===== config.mk =====
export PLATFORM = sky130hd
export DESIGN_NAME = ham_lane
export DESIGN_NICKNAME = d
export VERILOG_FILES = /design/src/design/hebbian_assoc_memory_top_defines.svh /design/src/design/ham_pkg.sv /design/src/design/ham_lane.sv
export SDC_FILE = /design/constraint.sdc
export NUM_CORES = 1
export LEC_CHECK = 0
export BUFFER_PORTS_ARGS = -buffer_cell sky130_fd_sc_hd__buf_2
export CORE_MARGIN = 3
export CORE_UTILIZATION = 65
export CTS_CLUSTER_SIZE = 30
export DETAILED_ROUTE_END_ITERATION = 10
export PLACE_DENSITY = 0.88
export SLEW_MARGIN = 15
export SYNTH_ARGS = -nofsm -noshare
export SYNTH_HDL_FRONTEND = slang
export SYNTH_SLANG_ARGS = --single-unit
export TNS_END_PERCENT = 1

===== constraint.sdc =====
create_clock -name clk -period 10.4 [get_ports clk]
set_input_delay 1.56 -clock clk [delete_from_list [all_inputs] [get_ports clk]]
set_output_delay 1.56 -clock clk [all_outputs]
set_load 0.01 [all_outputs]

===== src/design/hebbian_assoc_memory_top_defines.svh =====
// Assertion macros for the associative memory block
`ifndef HEBBIAN_ASSOC_MEMORY_TOP_DEFINES_SVH
`define HEBBIAN_ASSOC_MEMORY_TOP_DEFINES_SVH
`ifndef SYNTH
`define HAM_ASSERT_IMPL(label, ante, cons) \
    label: assert property (@(posedge clk) disable iff (!rst_n) (ante) |-> (cons)) \
    else $error("assertion failed");
`define HAM_ASSERT_NEXT(label, ante, cons) \
    label: assert property (@(posedge clk) disable iff (!rst_n) (ante) |=> (cons)) \
    else $error("assertion failed");
`else
`define HAM_ASSERT_IMPL(label, ante, cons)
`define HAM_ASSERT_NEXT(label, ante, cons)
`endif
`endif


===== src/design/ham_pkg.sv =====
`timescale 1ns / 1ps
package ham_pkg;
    localparam int DIM_DEF         = 4;
    localparam int ELEM_BITS_DEF   = 8;
    localparam int WEIGHT_BITS_DEF = 24;
    localparam int SIM_BITS        = 16;
    localparam int SC_BITS         = 16;   // scaled values: sign + 15 bit magnitude
    localparam int SQ_BITS         = 64;
    localparam logic REQ_TEACH = 1'b0;
    localparam logic REQ_CHECK = 1'b1;

    typedef enum logic [6:0] {
        ST_IDLE  = 7'b0000001,
        ST_TEACH = 7'b0000010,
        ST_MAC   = 7'b0000100,
        ST_SCALE = 7'b0001000,
        ST_SUMS  = 7'b0010000,
        ST_ROOT  = 7'b0100000,
        ST_DIV   = 7'b1000000
    } ham_state_t;

    typedef struct packed {
        logic teach;
        logic mac;
    } ham_lane_ctl_t;
endpackage


===== src/design/ham_lane.sv =====
`timescale 1ns / 1ps
// One row of the weight matrix: teach update or recall accumulate, one column per cycle.
module ham_lane #(
    parameter int DIM         = ham_pkg::DIM_DEF,
    parameter int ELEM_BITS   = ham_pkg::ELEM_BITS_DEF,
    parameter int WEIGHT_BITS = ham_pkg::WEIGHT_BITS_DEF,
    parameter int ACC_BITS    = WEIGHT_BITS + ELEM_BITS + 5
)(
    input  logic                                clk,
    input  logic                                rst_n,
    input  ham_pkg::ham_lane_ctl_t              ctl,
    input  logic [$clog2(DIM)-1:0]              col,
    input  logic signed [ELEM_BITS-1:0]         row_elem,
    input  logic signed [ELEM_BITS-1:0]         col_elem,
    output logic signed [ACC_BITS-1:0]          acc
);
    import ham_pkg::*;

    localparam int PROD_BITS = 2 * ELEM_BITS;
    localparam logic signed [WEIGHT_BITS:0] W_MAX =
        $signed({2'b00, {(WEIGHT_BITS-1){1'b1}}});
    localparam logic signed [WEIGHT_BITS:0] W_MIN =
        $signed({2'b11, {(WEIGHT_BITS-1){1'b0}}});

    logic signed [WEIGHT_BITS-1:0] w_reg [DIM];
    logic signed [ACC_BITS-1:0]    acc_reg;
    logic signed [PROD_BITS-1:0]   prod;
    logic signed [WEIGHT_BITS:0]   upd;
    logic signed [WEIGHT_BITS+ELEM_BITS-1:0] wx;
    logic signed [WEIGHT_BITS-1:0] upd_sat;

    assign prod = row_elem * col_elem;
    assign upd  = WEIGHT_BITS'(w_reg[col]) + (WEIGHT_BITS+1)'(prod);
    assign wx   = w_reg[col] * col_elem;
    assign acc  = acc_reg;

    always_comb
    begin
        if (upd > W_MAX)
            upd_sat = WEIGHT_BITS'(W_MAX);
        else if (upd < W_MIN)
            upd_sat = WEIGHT_BITS'(W_MIN);
        else
            upd_sat = WEIGHT_BITS'(upd);
    end

    always_ff @(posedge clk or negedge rst_n)
    begin
        if (!rst_n)
        begin
            for (int k = 0; k < DIM; k++)
                w_reg[k] <= '0;
            acc_reg <= '0;
        end
        else
        begin
            if (ctl.teach)
                w_reg[col] <= upd_sat;
            if (ctl.mac)
            begin
                if (col == '0)
                    acc_reg <= ACC_BITS'(wx);
                else
                    acc_reg <= acc_reg + ACC_BITS'(wx);
            end
        end
    end
endmodule


==> results.txt <==
Post-Synthesis Cells - 2,084
GRT Overall Usage - 30.9%
CTS root buffer - clkbuf_16
Netlist Area Pre-Place - 18,700 µm²
placed inst area - 19,300 µm²
vias - 15,100
Non-Filler Instances - 2,495
fillers - 1,979
Final Hold Viols - 0
area delta synth->final - 6.34%
clk slew on worst S/H paths - 0.07 ns
core area - 28,100 µm²
initial DRC count - 1,288
crit path launch type - input pin
routability cong. - 0.892
placed cells - 2,461
Async SR Flop Fraction - 100%
cell mode on critical path - a21oi_1
IO Port Bufs - 58
number of global-route vias before repair - 16,000
Yosys top cell by area - fa_1
max-cap violations - 0
post-layout util - 70.9%
clk_lat worst skew - 0.44 ns
number of enable flip-flop cells after synthesis - 0
status - complete, no violations
final std cell area, no fill - 19,900 µm²
initial antenna violation count - 2
proportion of netlist area held by the largest area contributor - 27.8%
Syn Area/Cell - 8.98 µm²
vias per cell - 6.04
largest net degree at the start of global routing - 74
Worst EP arrival - 9.80 ns
Area contributors post-synth - fa_1 28%, dfrtp_1 18%, ha_1 10%, inv_1 7.4%, and2_1 5.7%
first-pass GRT wire length - 77.0 mm
First-pass DRT Iterations - 6
Die Ht - 176 µm
CP Max Fanout - 22
Slew headroom - 38.4%
CP top delay family - compound AO/OA/AOI/OAI gates
layout cells sized above 1 - 7.33%
area of the multi-input gates - 13,700 µm²
yosys warns - 0
gr ovfl total - 0
# hold bufs at CTS - 0
# DRC - 0
most common cell after layout, fill and taps aside - inv_1
cts repair resizes - 0
commonest non-fill, non-tap cells in the layout - 371 x inv_1, 260 x fa_1, 208 x nand2_1
Antenna Nets Post-Route - 0
CTS Buf Count - 17
Worst Tran Pin Value - 0.921 ns
crit end category - flop
Bufs on Longest Clock Path - 2
Post-synth top flop - dfrtp_1
Die W - 176 µm
clock sink total - 133
crit path time final - 9.52 ns
sequential area share after synthesis - 17.8%
RSZ-0062 raised after global routing - no
Seq. cell area - 3330 µm²
final setup fails - 0
Setup Skew - 0.00968 ns
# nets final - 2,541
Hold/Removal Path Class - flop to flop
row cnt - 61
H-tree depth - 4
Buf/Inv on CP - 3
WL/cell - 18.2 µm
starting density of the core - 66.6%
number of flip-flops in the largest register - 96
Final Max Slew Viols - 0
Seq cells post-synth - 133
WL final - 45.4 mm
TNS Setup - 0 ns
Final period util - 91.5%
CTS tree - built
crit-path max cell delay - 0.70 ns
Post-DP HPWL - 34.4 mm
Setup CP Type - input pin to flop
Required @ worst endpoint - 10.68 ns
post-synthesis cell type count - 73
I/O pins - 59
slowest CP cell - mux4_2
die area - 30,900 µm²
Max Freq - 105 MHz
Post-CTS Setup Repair Bufs - 0
Syn Nets - 2,523
-- synthesized netlist by cell type (3+ instances only) --
cell / number
mux4_2: 24
o22ai_1: 4
fa_1: 260
buf_2: 6
o21ai_1: 6
nand2_1: 209
xor2_1: 24
and3_1: 7
a2111oi_0: 3
dfrtp_1: 133
a211oi_1: 9
nor3_1: 8
a21o_1: 21
or3_1: 6
o31a_1: 4
clkbuf_1: 58
nor4_1: 4
inv_1: 371
a31oi_1: 10
or2_2: 10
nand4_1: 6
and2_1: 171
ha_1: 157
a21oi_1: 148
nand3_1: 15
maj3_1: 5
o21ai_0: 126
xnor2_1: 49
o21a_1: 9
o211ai_1: 6
nor2_1: 119
nor2b_1: 14
o21bai_1: 10
nand2b_1: 16
a221o_1: 3
a211o_1: 6
-- worst min-delay path: cells and delay by family, from the launching register on --
family,cells,cell delay [ns]
AO/OA/AOI/OAI,1,0.06
AND/OR/NAND/NOR,1,0.05
flip-flops,1,0.34
-- layer usage --
layer	track usage (%)	part of all wire, %
met1	39.3	38
met2	52.8	50
met3	5.02	7.5
met4	12.9	4.2
met5	0	0
-- cell families after synthesis --
family	after synthesis	synth area share (%)
buffers and inverters	439	8.89
muxes	27	3.06
DFF	133	17.8
adders and majority gates	422	38.6
and+or+nand+nor	593	15.4
xor gates and xnor gates	73	3.42
AOI/OAI and AO/OA	397	12.9
-- stage by stage --
| stage | setup slack [ns] | hold WS, ns |
|---|---|---|
| 2_1_floorplan | 0.905 | 0.441 |
| 3_3_place_gp | 0.760 | 0.457 |
| 3_5_place_dp | 0.629 | 0.466 |
| 4_1_cts | 1.01 | 0.481 |
| 5_1_grt | 0.416 | 0.495 |
| 6_report | 0.881 | 0.481 |
-- area by class of cell --
cell class | instances | share of cell area [%]
well taps | 378 | 2.38
clock buffers | 17 | 2.14
repair buffers | 67 | 1.83
flip-flops and latches | 133 | 16.7
clock inverters | 15 | 0.924
multi-input cells | 1512 | 69.0
inverters | 371 | 7.00
diodes | 2 | 0.0251
-- worst paths after layout --
kind / from / endpoint / slack (ns) / depth (start not counted)
max: col[0] / acc[26]$_DFFE_PN0P_ / 0.88 / 30
min in group asynchronous: rst_n / w_reg[75]$_DFFE_PN0P_ / 1.13 / 1
min reg2reg: w_reg[63]$_DFFE_PN0P_ / w_reg[63]$_DFFE_PN0P_ / 0.48 / 2
max reg2reg: w_reg[6]$_DFFE_PN0P_ / acc[26]$_DFFE_PN0P_ / 2.28 / 29
min: w_reg[63]$_DFFE_PN0P_ / w_reg[63]$_DFFE_PN0P_ / 0.48 / 2
max in group asynchronous: rst_n / w_reg[54]$_DFFE_PN0P_ / 7.92 / 2
Power is left out: the tool's default activity adds up to more than one toggle a clock period on the data nets, which glitch-free logic cannot reach.
